$ cat config.mk
export PLATFORM = sky130hd
export DESIGN_NAME = utf8_to_utf16_decoder_flat
export DESIGN_NICKNAME = d
export VERILOG_FILES = /design/src/hdl/u8u16_pkg.sv /design/src/hdl/u8u16_if.sv /design/src/hdl/u8u16_decode.sv /design/src/hdl/u8u16_queue.sv /design/src/hdl/utf8_to_utf16_decoder.sv /design/src/flat_wrapper.sv
export SDC_FILE = /design/constraint.sdc
export NUM_CORES = 1
export LEC_CHECK = 0
export ABC_AREA = 1
export BUFFER_PORTS_ARGS = -buffer_cell sky130_fd_sc_hd__buf_2
export CORE_AREA = 2 2 94 96
export CTS_CLUSTER_DIAMETER = 120
export DETAILED_ROUTE_END_ITERATION = 10
export DIE_AREA = 0 0 96 98
export GPL_TIMING_DRIVEN = 0
export PLACE_DENSITY = 0.77
export SLEW_MARGIN = 20
export SYNTH_ARGS = -nofsm -noshare
export SYNTH_HDL_FRONTEND = slang
export SYNTH_SLANG_ARGS = --single-unit
$ cat constraint.sdc
create_clock -name clk -period 4.27 [get_ports clk]
set_input_delay 0.2135 -clock clk [delete_from_list [all_inputs] [get_ports clk]]
set_output_delay 0.2135 -clock clk [all_outputs]
set_load 0.02 [all_outputs]
$ cat src/hdl/u8u16_pkg.sv
// Shared types, constants and the lead-byte decode function for the UTF-8 to UTF-16 decoder.
package u8u16_pkg;

    localparam logic [15:0] REPLACEMENT = 16'hFFFD;
    localparam logic [7:0]  LEAD_TWO    = 8'hC2;
    localparam logic [7:0]  LEAD_THREE  = 8'hE0;
    localparam logic [7:0]  LEAD_FOUR   = 8'hF0;
    localparam logic [7:0]  LEAD_BAD    = 8'hF5;
    localparam logic [7:0]  CONT_MASK   = 8'hC0;
    localparam logic [7:0]  CONT_MARK   = 8'h80;

    localparam int QUEUE_DEPTH = 4;
    localparam int PTR_W       = 2;
    localparam int CNT_W       = 3;

    typedef struct packed {
        logic [15:0] code_unit;
        logic        string_end;
        logic        last_of_run;
    } result_t;

    // Up to two results produced by one input byte.
    typedef struct packed {
        logic [1:0] count;
        result_t    first;
        result_t    second;
    } decode_t;

    typedef struct packed {
        logic        emit;
        logic [15:0] unit;
        logic        is_end;
        logic [20:0] partial;
        logic [1:0]  pending;
    } lead_t;

    // Decode a byte that arrives while no sequence is pending.
    function automatic lead_t lead_decode(input logic [7:0] b);
        lead_t l;
        l.emit    = 1'b1;
        l.unit    = REPLACEMENT;
        l.is_end  = 1'b0;
        l.partial = 21'd0;
        l.pending = 2'd0;
        if (b == 8'd0) begin
            l.unit   = 16'd0;
            l.is_end = 1'b1;
        end else if (b < CONT_MARK) begin
            l.unit = {8'd0, b};
        end else if (b < LEAD_TWO) begin
            l.unit = REPLACEMENT;
        end else if (b < LEAD_THREE) begin
            l.emit    = 1'b0;
            l.partial = {16'd0, b[4:0]};
            l.pending = 2'd1;
        end else if (b < LEAD_FOUR) begin
            l.emit    = 1'b0;
            l.partial = {17'd0, b[3:0]};
            l.pending = 2'd2;
        end else if (b < LEAD_BAD) begin
            l.emit    = 1'b0;
            l.partial = {18'd0, b[2:0]};
            l.pending = 2'd3;
        end else begin
            l.unit = REPLACEMENT;
        end
        return l;
    endfunction

endpackage

$ cat src/hdl/u8u16_if.sv
// Valid/ready stream interfaces for the byte input and the code unit output.
interface u8u16_byte_if;
    logic       valid;
    logic       ready;
    logic [7:0] in_byte;

    modport source (output valid, output in_byte, input ready);
    modport sink (input valid, input in_byte, output ready);
endinterface

interface u8u16_unit_if;
    logic        valid;
    logic        ready;
    logic [15:0] code_unit;
    logic        string_end;
    logic        last_of_run;

    modport source (output valid, output code_unit, output string_end, output last_of_run,
                    input ready);
    modport sink (input valid, input code_unit, input string_end, input last_of_run,
                  output ready);
endinterface

$ cat src/hdl/u8u16_decode.sv
// Sequence state and single-pass decode of one byte into up to two code units.
module u8u16_decode (
    input  logic                 clk,
    input  logic                 rst_n,
    input  logic                 accept,
    input  logic [7:0]           in_byte,
    output u8u16_pkg::decode_t   dec,
    output logic [1:0]           pending
);

    logic [20:0] partial_reg;
    logic [20:0] partial_next;
    logic [1:0]  pending_reg;
    logic [1:0]  pending_next;

    u8u16_pkg::lead_t lead;
    logic [20:0]      shifted;
    logic [1:0]       pending_dec;

    assign pending = pending_reg;

    always_comb
    begin
        lead         = u8u16_pkg::lead_decode(in_byte);
        shifted      = {partial_reg[14:0], in_byte[5:0]};
        pending_dec  = pending_reg - 2'd1;
        partial_next = partial_reg;
        pending_next = pending_reg;
        dec.count    = 2'd0;
        dec.first    = '{code_unit: lead.unit, string_end: lead.is_end, last_of_run: 1'b1};
        dec.second   = '{code_unit: 16'd0, string_end: 1'b1, last_of_run: 1'b1};

        if (pending_reg == 2'd0) begin
            dec.count    = {1'b0, lead.emit};
            partial_next = lead.partial;
            pending_next = lead.pending;
        end else if (in_byte == 8'd0) begin
            // Sequence cut short by the terminator: replacement, then the end mark.
            dec.count    = 2'd2;
            dec.first    = '{code_unit: u8u16_pkg::REPLACEMENT, string_end: 1'b0,
                             last_of_run: 1'b0};
            partial_next = 21'd0;
            pending_next = 2'd0;
        end else if ((in_byte & u8u16_pkg::CONT_MASK) == u8u16_pkg::CONT_MARK) begin
            pending_next = pending_dec;
            if (pending_dec == 2'd0) begin
                dec.count    = 2'd1;
                dec.first    = '{code_unit: (shifted[20:16] == 5'd0) ? shifted[15:0]
                                                                   : u8u16_pkg::REPLACEMENT,
                                 string_end: 1'b0, last_of_run: 1'b1};
                partial_next = 21'd0;
            end else begin
                partial_next = shifted;
            end
        end else begin
            // Broken continuation: replacement, then the same byte taken as a new lead.
            dec.first    = '{code_unit: u8u16_pkg::REPLACEMENT, string_end: 1'b0,
                             last_of_run: !lead.emit};
            dec.second   = '{code_unit: lead.unit, string_end: lead.is_end, last_of_run: 1'b1};
            dec.count    = lead.emit ? 2'd2 : 2'd1;
            partial_next = lead.partial;
            pending_next = lead.pending;
        end
    end

    always_ff @(posedge clk or negedge rst_n)
    begin
        if (!rst_n) begin
            partial_reg <= 21'd0;
            pending_reg <= 2'd0;
        end else if (accept) begin
            partial_reg <= partial_next;
            pending_reg <= pending_next;
        end
    end

endmodule

$ cat src/hdl/u8u16_queue.sv
// Small result queue that takes up to two code units per cycle and hands out one when the output is ready.
module u8u16_queue (
    input  logic                          clk,
    input  logic                          rst_n,
    input  logic                          push,
    input  u8u16_pkg::decode_t            dec,
    output logic                          room,
    output logic [u8u16_pkg::CNT_W-1:0]   count,
    u8u16_unit_if.source                  out_ch
);

    u8u16_pkg::result_t entry_reg [u8u16_pkg::QUEUE_DEPTH];

    logic [u8u16_pkg::PTR_W-1:0] wr_ptr_reg;
    logic [u8u16_pkg::PTR_W-1:0] wr_ptr_next;
    logic [u8u16_pkg::PTR_W-1:0] wr_ptr_plus;
    logic [u8u16_pkg::PTR_W-1:0] rd_ptr_reg;
    logic [u8u16_pkg::PTR_W-1:0] rd_ptr_next;
    logic [u8u16_pkg::CNT_W-1:0] count_reg;
    logic [u8u16_pkg::CNT_W-1:0] count_next;
    logic [1:0]                  push_n;
    logic                        pop;

    assign push_n      = push ? dec.count : 2'd0;
    assign pop         = out_ch.valid && out_ch.ready;
    assign wr_ptr_plus = wr_ptr_reg + 1'b1;
    assign wr_ptr_next = wr_ptr_reg + push_n[u8u16_pkg::PTR_W-1:0];
    assign rd_ptr_next = rd_ptr_reg + {{(u8u16_pkg::PTR_W-1){1'b0}}, pop};
    assign count_next  = count_reg + {{(u8u16_pkg::CNT_W-2){1'b0}}, push_n}
                         - {{(u8u16_pkg::CNT_W-1){1'b0}}, pop};

    // A byte is taken only when the queue can hold both of its possible results.
    assign room  = count_reg <= u8u16_pkg::CNT_W'(u8u16_pkg::QUEUE_DEPTH - 2);
    assign count = count_reg;

    assign out_ch.valid       = count_reg != '0;
    assign out_ch.code_unit   = entry_reg[rd_ptr_reg].code_unit;
    assign out_ch.string_end  = entry_reg[rd_ptr_reg].string_end;
    assign out_ch.last_of_run = entry_reg[rd_ptr_reg].last_of_run;

    always_ff @(posedge clk)
    begin
        if (push_n != 2'd0) begin
            entry_reg[wr_ptr_reg] <= dec.first;
        end
        if (push_n == 2'd2) begin
            entry_reg[wr_ptr_plus] <= dec.second;
        end
    end

    always_ff @(posedge clk or negedge rst_n)
    begin
        if (!rst_n) begin
            wr_ptr_reg <= '0;
            rd_ptr_reg <= '0;
            count_reg  <= '0;
        end else begin
            wr_ptr_reg <= wr_ptr_next;
            rd_ptr_reg <= rd_ptr_next;
            count_reg  <= count_next;
        end
    end

endmodule

$ cat src/hdl/utf8_to_utf16_decoder.sv
// Top level of the UTF-8 to UTF-16 stream decoder.
// The decoder takes one UTF-8 byte per cycle and returns UTF-16 code units of the Basic
// Multilingual Plane; invalid leads, broken sequences and codes above the plane give 0xFFFD,
// and a zero byte gives a zero unit with string_end set. Each byte is decoded in the cycle it
// is accepted and its zero, one or two results go into a four-word result queue, so a new
// byte is taken every cycle while the queue holds two words or fewer. The sustained rate is
// one byte per cycle while the output is ready, but bytes giving two results slow it, as the
// output drains one word per cycle. last_of_run marks the final word of each byte that gives any.
module utf8_to_utf16_decoder (
    input  logic          clk,
    input  logic          rst_n,
    u8u16_byte_if.sink    in_ch,
    u8u16_unit_if.source  out_ch
);

    u8u16_pkg::decode_t          dec;
    logic [1:0]                  pending;
    logic                        room;
    logic [u8u16_pkg::CNT_W-1:0] count;
    logic                        accept;

    assign in_ch.ready = room;
    assign accept      = in_ch.valid && room;

    u8u16_decode u_decode (
        .clk     (clk),
        .rst_n   (rst_n),
        .accept  (accept),
        .in_byte (in_ch.in_byte),
        .dec     (dec),
        .pending (pending)
    );

    u8u16_queue u_queue (
        .clk    (clk),
        .rst_n  (rst_n),
        .push   (accept),
        .dec    (dec),
        .room   (room),
        .count  (count),
        .out_ch (out_ch)
    );

`ifndef SYNTHESIS
    a_queue_bound: assert property (@(posedge clk) disable iff (!rst_n)
        count <= u8u16_pkg::CNT_W'(u8u16_pkg::QUEUE_DEPTH))
        else $error("result queue holds more words than its depth");

    a_nul_clears: assert property (@(posedge clk) disable iff (!rst_n)
        accept && in_ch.in_byte == 8'd0 |=> pending == 2'd0)
        else $error("sequence still pending after the terminator");

    a_result_shows: assert property (@(posedge clk) disable iff (!rst_n)
        accept && dec.count != 2'd0 |=> out_ch.valid)
        else $error("decoded word did not reach the output");

    a_end_is_last: assert property (@(posedge clk) disable iff (!rst_n)
        out_ch.valid && out_ch.string_end |-> out_ch.last_of_run && out_ch.code_unit == 16'd0)
        else $error("end mark on a word that is not the final zero unit");
`endif

endmodule

$ cat src/flat_wrapper.sv
// flat-port wrapper written by rule: the top's interface ports become plain ports
module utf8_to_utf16_decoder_flat 
  (clk, rst_n, in_ch_valid, in_ch_in_byte, in_ch_ready, out_ch_valid, out_ch_code_unit, out_ch_string_end, out_ch_last_of_run, out_ch_ready);
  u8u16_byte_if in_ch_i ();
  u8u16_unit_if out_ch_i ();
  input  logic clk;
  input  logic rst_n;
  input wire logic [$bits(in_ch_i.valid)-1:0] in_ch_valid;
  input wire logic [$bits(in_ch_i.in_byte)-1:0] in_ch_in_byte;
  output wire logic [$bits(in_ch_i.ready)-1:0] in_ch_ready;
  output wire logic [$bits(out_ch_i.valid)-1:0] out_ch_valid;
  output wire logic [$bits(out_ch_i.code_unit)-1:0] out_ch_code_unit;
  output wire logic [$bits(out_ch_i.string_end)-1:0] out_ch_string_end;
  output wire logic [$bits(out_ch_i.last_of_run)-1:0] out_ch_last_of_run;
  input wire logic [$bits(out_ch_i.ready)-1:0] out_ch_ready;
  assign in_ch_i.valid = in_ch_valid;
  assign in_ch_i.in_byte = in_ch_in_byte;
  assign in_ch_ready = in_ch_i.ready;
  assign out_ch_valid = out_ch_i.valid;
  assign out_ch_code_unit = out_ch_i.code_unit;
  assign out_ch_string_end = out_ch_i.string_end;
  assign out_ch_last_of_run = out_ch_i.last_of_run;
  assign out_ch_i.ready = out_ch_ready;
  utf8_to_utf16_decoder u_core (.clk(clk), .rst_n(rst_n), .in_ch(in_ch_i), .out_ch(out_ch_i));
endmodule
==> results.md, run 1 <==
* Status: finished, final reports clean
* Syn. warnings at 0
* Leak at 2.12 nW
* RSZ-0062 raised after global routing: no
* Post-Place Cells at 653
* Arr. time, crit path at 3030 ps
* Critical Path RT at 4530 ps
* Final setup margin at 1500 ps
* Asr flop ratio synth at 0.250
* # DRC at 0
* Post-synth EDFFs at 68
* Port bufs at 30
* Seq/Total Area, Yosys at 0.558
* Post-cts sizing count at 0
* Syn Nets at 535
* Crit-path max cell delay at 410 ps
* Place WS at 1530 ps
* Max FFs per register at 72
* Clock buffer depth at 2
* Antenna cells at 0
* Max Fclk at 361 MHz
* Worst Path Buf+Inv at 4
* Top post-synthesis cells by area: edfxtp_1, dfrtp_1, o21ai_0
* Avg WL per Cell at 18.8 um
* Non-filler cells, final at 670
* Die area at 9410 um^2
* Die Wd at 96 um
* Routed WL at 12600 um
* Clk root buf: clkbuf_8
* Number of global-route vias before repair at 3926
* Layout cell share with drive strength beyond 1 at 0.148
* Critical Path, Cell by Cell: inv_1 -> ha_1 -> inv_1 -> nand2_2 -> nor2_1 -> nor2_4 -> nand2_1 -> nor2_1 -> inv_1 -> ha_1 -> inv_1 -> ha_1 -> fa_1 -> xnor2_1
* Layout Area Growth over Synthesis at 10.4%
* Peak supply drop at 0.000322 V
* Critical path's most frequent cell: inv_1
* Cells after Synth at 515
* Worst slew margin at 0.397
* CTS clock-pin slew for the worst setup and hold paths at 90 ps
* Number of max-slew violations in the final report at 0
* DR pass1 iterations at 6
* Main flop type after synthesis: edfxtp_1
* Initial antenna violation count at 0
* CTS Sinks at 96
* CP max stage cell: dfrtp_1
* Via/cell ratio at 6.15
* Synth Register Bits at 96
* Largest net degree at the start of global routing at 25
* Post-Syn Area per Cell at 9.48 um^2
* GRT Total Usage at 0.289
* Max-cap viol count at 0
* Initial Util at 0.577
* Clk_lat worst skew at 380 ps
* Tmin final at 2770 ps
* Clk_skew at 16.0 ps
* PwrDens at 648 nW/um^2
* Tightest Pin Transition at 903 ps
* Total negative slack at 0 ps
* Post-CTS setup buffers at 0
* CORE AREA at 8470 um^2
* Gpl congestion at 0.962
* CTS tree: done
* Cell family with most CP delay: adder cells
* Final setup fails at 0
* H-tree levels at 3
* Die H at 98 um
* Remaining Overflow, GRT at 0
* Half-perimeter wire length after placement at 8650 um
* Final Cycle Share at 0.649
* CP Max Fanout at 5
* Top Ports at 32
* CTS buffer count at 9
* Final hold viol count at 0
* CP Capture Type: flip-flop
* DR iter-0 viols at 541
* Largest area contributor in the netlist: edfxtp_1
* Kind of critical path: flip-flop to flip-flop
* Post-synthesis instance area at 4880 um^2
* CP startpoint kind: flip-flop
* Distinct cells, synth at 33
* Post-route total power at 3.49 mW
* Hold Crit Class: input port to flip-flop
* # nets final at 577
* Final ANT Viol Nets at 0
* WHS at 186 ps
* Hold buffers post-CTS at 1
* Yosys top cell area share at 0.418
* FP Rows at 34
* First-pass GRT wire length at 20300 um
* Via count at 4121
## layer usage
layer	track usage	routed length, um
met1	0.392	5140
met2	0.449	5930
met4	0.131	381
met5	0	0
met3	0.0563	1130
## worst paths after layout
path / start / end / slack [ps] / cells after the start
hold / removal: in_ch_in_byte[2] / u_core.u_decode.partial_reg[2]$_DFFE_PN0P_ / 190 / 3
setup / recovery: u_core.u_decode.pending[0]$_DFFE_PN0P_ / u_core.u_queue.count[2]$_DFF_PN0_ / 1500 / 14
max in group asynchronous: rst_n / u_core.u_decode.pending[0]$_DFFE_PN0P_ / 3540 / 2
setup reg to reg: u_core.u_decode.pending[0]$_DFFE_PN0P_ / u_core.u_queue.count[2]$_DFF_PN0_ / 1500 / 14
min in group asynchronous: rst_n / u_core.u_queue.count[2]$_DFF_PN0_ / 360 / 2
hold reg to reg: u_core.u_queue.entry_reg[1][0]$_SDFFE_PP1N_ / u_core.u_queue.entry_reg[1][0]$_SDFFE_PP1N_ / 480 / 2
## layout by cell type, fill, tap and decap left out, types with 5 or more instances in the layout
cell / n
o21ai_0: 87
nor2_1: 69
edfxtp_1: 68
o22ai_1: 56
inv_1: 51
nand2_1: 47
buf_2: 33
dfrtp_1: 24
nand3_1: 22
clkbuf_1: 12
clkbuf_8: 11
o21ai_1: 10
nand2_2: 8
ha_1: 7
nand3_2: 6
nand4_1: 5
## tightest hold or removal path: stages
cell,delay (ps)
buf_2,140
nand3_1,80
o21ai_0,70
## report_power, final
part | internal, mW | leakage [nW] | total (mW) | switching, mW
Sequential | 1.22 | 0.982 | 1.30 | 0.0811
Combinational | 0.445 | 1.03 | 1.57 | 1.12
Clock | 0.290 | 0.111 | 0.629 | 0.339
## cell families after synthesis
logic type / Yosys count / synth area share
xor gates and xnor gates: 5 / 0.00897
AOI/OAI and AO/OA: 160 / 0.182
and+or+nand+nor: 167 / 0.162
DFF: 96 / 0.558
adders and majority gates: 8 / 0.0220
buffers and inverters: 79 / 0.0677
## cell type report
type | count | area, um^2
buffer | 21 | 113
clock buffer | 12 | 176
clock inverter | 4 | 37.5
fill | 699 | 3080
inverter | 58 | 218
multi-input combinational | 340 | 1830
sequential | 96 | 2720
tap | 108 | 135
timing repair buffer | 31 | 160
## cells in the mapped netlist (3+ instances only)
library cell,instances
dfrtp_1,24
o22ai_1,56
clkinv_1,3
nor2_4,4
nand3_1,22
nand4_1,5
inv_2,4
o21ai_0,87
nand2_1,47
buf_2,3
clkbuf_1,12
inv_1,51
nor2_1,69
edfxtp_1,68
o21ai_1,10
nand2_2,8
buf_6,3
dfxtp_1,4
xor2_1,3
ha_1,7
nand3_2,6
## metrics by stage
stage           util  instance area (um^2)
2_1_floorplan      -                  4880
3_3_place_gp   0.610                  5170
3_5_place_dp   0.610                  5170
4_1_cts        0.637                  5390
5_1_grt        0.637                  5390
6_report       0.637                  5390
No activity file was read; power rests on OpenSTA's default activity.
==> run 2, diff against run 1 <==
Settings changed: CORE_AREA 2 2 94 96 to 2 2 98 100, DIE_AREA 0 0 96 98 to 0 0 100 102, PLACE_DENSITY 0.77 to 0.75.
Clock period 4.27 ns to 2.4 ns, I/O delays scaled along.
==> run 2 against run 1 <==
Worst hold slack worse by 120 ps. Total power up 81%. First-iteration DRC count down 33%. Flip-flop and latch count unchanged. Count of clock-buffer cells in the layout down 3. Sequential share of layout area down 1.1 points. Register-to-register slack worse by 1400 ps. Worst setup slack worse by 1400 ps. Design area up 2.2%. Critical path depth down 4. Sequential power up 80%. Highest routed layer unchanged.
==> results.md, run 2 (synthesized netlist as in run 1, its figures left out) <==
* Fillers at 783 (+12%)
* Max Fclk at 437 MHz (+21%)
* Core Util, Final at 0.605 (-0.0318)
* Final setup margin at 111 ps (-1390 ps)
* Tightest Pin Transition at 612 ps (-291 ps)
* CP Capture Type: flip-flop
* CTS tree: done
* Final setup fails at 0 (unchanged)
* CTS clock-pin slew for the worst setup and hold paths at 100 ps (about the same)
* Non-filler cells, final at 681 (+1.6%)
* Gpl congestion at 0.977 (+1.5%)
* Peak supply drop at 0.000647 V (+100%)
* CORE AREA at 9110 um^2 (+7.6%)
* Critical Path RT at 2420 ps (-2110 ps)
* Total negative slack at 0 ps (unchanged)
* # DRC at 0 (unchanged)
* Antenna cells at 0 (unchanged)
* Number of global-route vias before repair at 3784 (-3.6%)
* WHS at 64.5 ps (-121 ps)
* Die area at 10200 um^2 (+8.4%)
* Leak at 2.17 nW (+2.3%)
* Most frequent cells in the layout: o21ai_0, edfxtp_1, nor2_1
* Fin area at 5510 um^2 (+2.2%)
* Final Cycle Share at 0.954 (+0.305)
* Worst Path Buf+Inv at 4 (unchanged)
* Final ANT Viol Nets at 0 (unchanged)
* Clk root buf: clkbuf_8
* Avg WL per Cell at 18.3 um (-2.6%)
* Crit-path max cell delay at 410 ps (about the same)
* Remaining Overflow, GRT at 0 (unchanged)
* Critical Path, Cell by Cell: inv_2 -> ha_4 -> inv_2 -> nand2_2 -> nor2_2 -> nor2_4 -> buf_4 -> nand3_2 -> buf_4 -> nand2_2
* Via count at 4109 (-0.29%)
* PwrDens at 1150 nW/um^2 (+77%)
* Kind of critical path: flip-flop to flip-flop
* Status: finished, final reports clean
* Final hold viol count at 0 (unchanged)
* First-pass GRT wire length at 19300 um (-5.1%)
* RSZ-0062 raised after global routing: yes
* DR pass1 iterations at 6 (unchanged)
* Hold Crit Class: input port to flip-flop
* Place WS at -233 ps (-1760 ps)
* Top Ports at 32 (unchanged)
* Cell Area, Placed at 5180 um^2 (+0.27%)
* Layout Area Growth over Synthesis at 12.9%
* CP Max Fanout at 17 (+12)
* Cell family with most CP delay: simple AND/OR/NAND/NOR gates
* Number of max-slew violations in the final report at 0 (unchanged)
* Die Wd at 100 um (+4.2%)
* DR iter-0 viols at 365 (-33%)
* Most common cell after layout, fill and taps aside: o21ai_0
* Via/cell ratio at 6.03 (-1.9%)
* CTS buffer count at 9 (unchanged)
* Post-Place Cells at 656 (+0.46%)
* Clk_lat worst skew at 370 ps (about the same)
* Initial antenna violation count at 0 (unchanged)
* FP Rows at 35 (+2.9%)
* Max-cap viol count at 0 (unchanged)
* CP startpoint kind: flip-flop
* Clock buffer depth at 2 (unchanged)
* Largest net degree at the start of global routing at 25 (unchanged)
* Die H at 102 um (+4.1%)
* # nets final at 585 (+1.4%)
* Initial Util at 0.536 (-0.0407)
* Routed WL at 12400 um (-1.0%)
* Max FFs per register at 72 (unchanged)
* Post-route total power at 6.31 mW (+81%)
* Layout cell share with drive strength beyond 1 at 0.189 (+0.0418)
* Port bufs at 30 (unchanged)
* Clk_skew at 15.9 ps (-0.0550 ps)
* CTS Sinks at 96 (unchanged)
* H-tree levels at 3 (unchanged)
* Worst slew margin at 0.587 (+0.191)
* Arr. time, crit path at 2300 ps (-730 ps)
* GRT Total Usage at 0.251 (-0.0379)
* CP max stage cell: dfrtp_1
* Tmin final at 2290 ps (-481 ps)
* Half-perimeter wire length after placement at 8560 um (-1.1%)
## run 2: repair_timing
| item | 4_1_cts | 5_1_grt |
|---|---|---|
| hold buffers | 1 | 0 |
| buffers inserted | 5 | 4 |
| pin swaps | 3 | 4 |
| resized for setup | 14 | 5 |
| hold endpoints to repair | 24 | 0 |
| setup endpoints to repair | 63 | 47 |
## run 2: final cells by class
cell class / count / area (um^2) / share of cell area
buffer: 20 / 111 / 0.0202
sequential: 96 / 2720 / 0.494
multi-input combinational: 340 / 1890 / 0.342
clock inverter: 7 / 81.3 / 0.0148
clock buffer: 9 / 124 / 0.0225
tap: 111 / 139 / 0.0252
inverter: 58 / 219 / 0.0397
timing repair buffer: 40 / 228 / 0.0413
## run 2: power breakdown
group / switching (mW) / internal [mW] / leakage, nW / total (mW)
clock network: 0.649 / 0.418 / 0.104 / 1.07
registers: 0.177 / 2.16 / 0.982 / 2.34
logic: 2.02 / 0.891 / 1.08 / 2.91
total: 2.84 / 3.47 / 2.17 / 6.31
## run 2: path summary, 6_finish.rpt
path | start | to | slack (ps) | cells past startpoint
min in group asynchronous | rst_n | u_core.u_decode.pending[0]$_DFFE_PN0P_ | 270 | 2
max reg2reg | u_core.u_decode.pending[0]$_DFFE_PN0P_ | u_core.u_queue.entry_reg[1][1]$_DFFE_PP_ | 110 | 10
max in group asynchronous | rst_n | u_core.u_decode.partial_reg[7]$_DFFE_PN0P_ | 1760 | 2
min | in_ch_in_byte[2] | u_core.u_decode.partial_reg[2]$_DFFE_PN0P_ | 60 | 3
max | u_core.u_decode.pending[0]$_DFFE_PN0P_ | u_core.u_queue.entry_reg[1][1]$_DFFE_PP_ | 110 | 10
min reg2reg | u_core.u_queue.entry_reg[1][0]$_SDFFE_PP1N_ | u_core.u_queue.entry_reg[1][0]$_SDFFE_PP1N_ | 480 | 2
## run 2: routing by layer
layer / share of wire / global-route usage / vias up
met3: 0.094 / 0.0486 / 33
li1: - / - / 1921
met4: 0.029 / 0.134 / 0
met2: 0.46 / 0.388 / 244
met5: 0 / 0 / -
met1: 0.42 / 0.340 / 1911
## run 2: tightest hold or removal path, delay by kind of cell
kind	cells	cell delay, ps
AOI/OAI and AO/OA	1	60
and+or+nand+nor	1	80
buffers and inverters	1	140
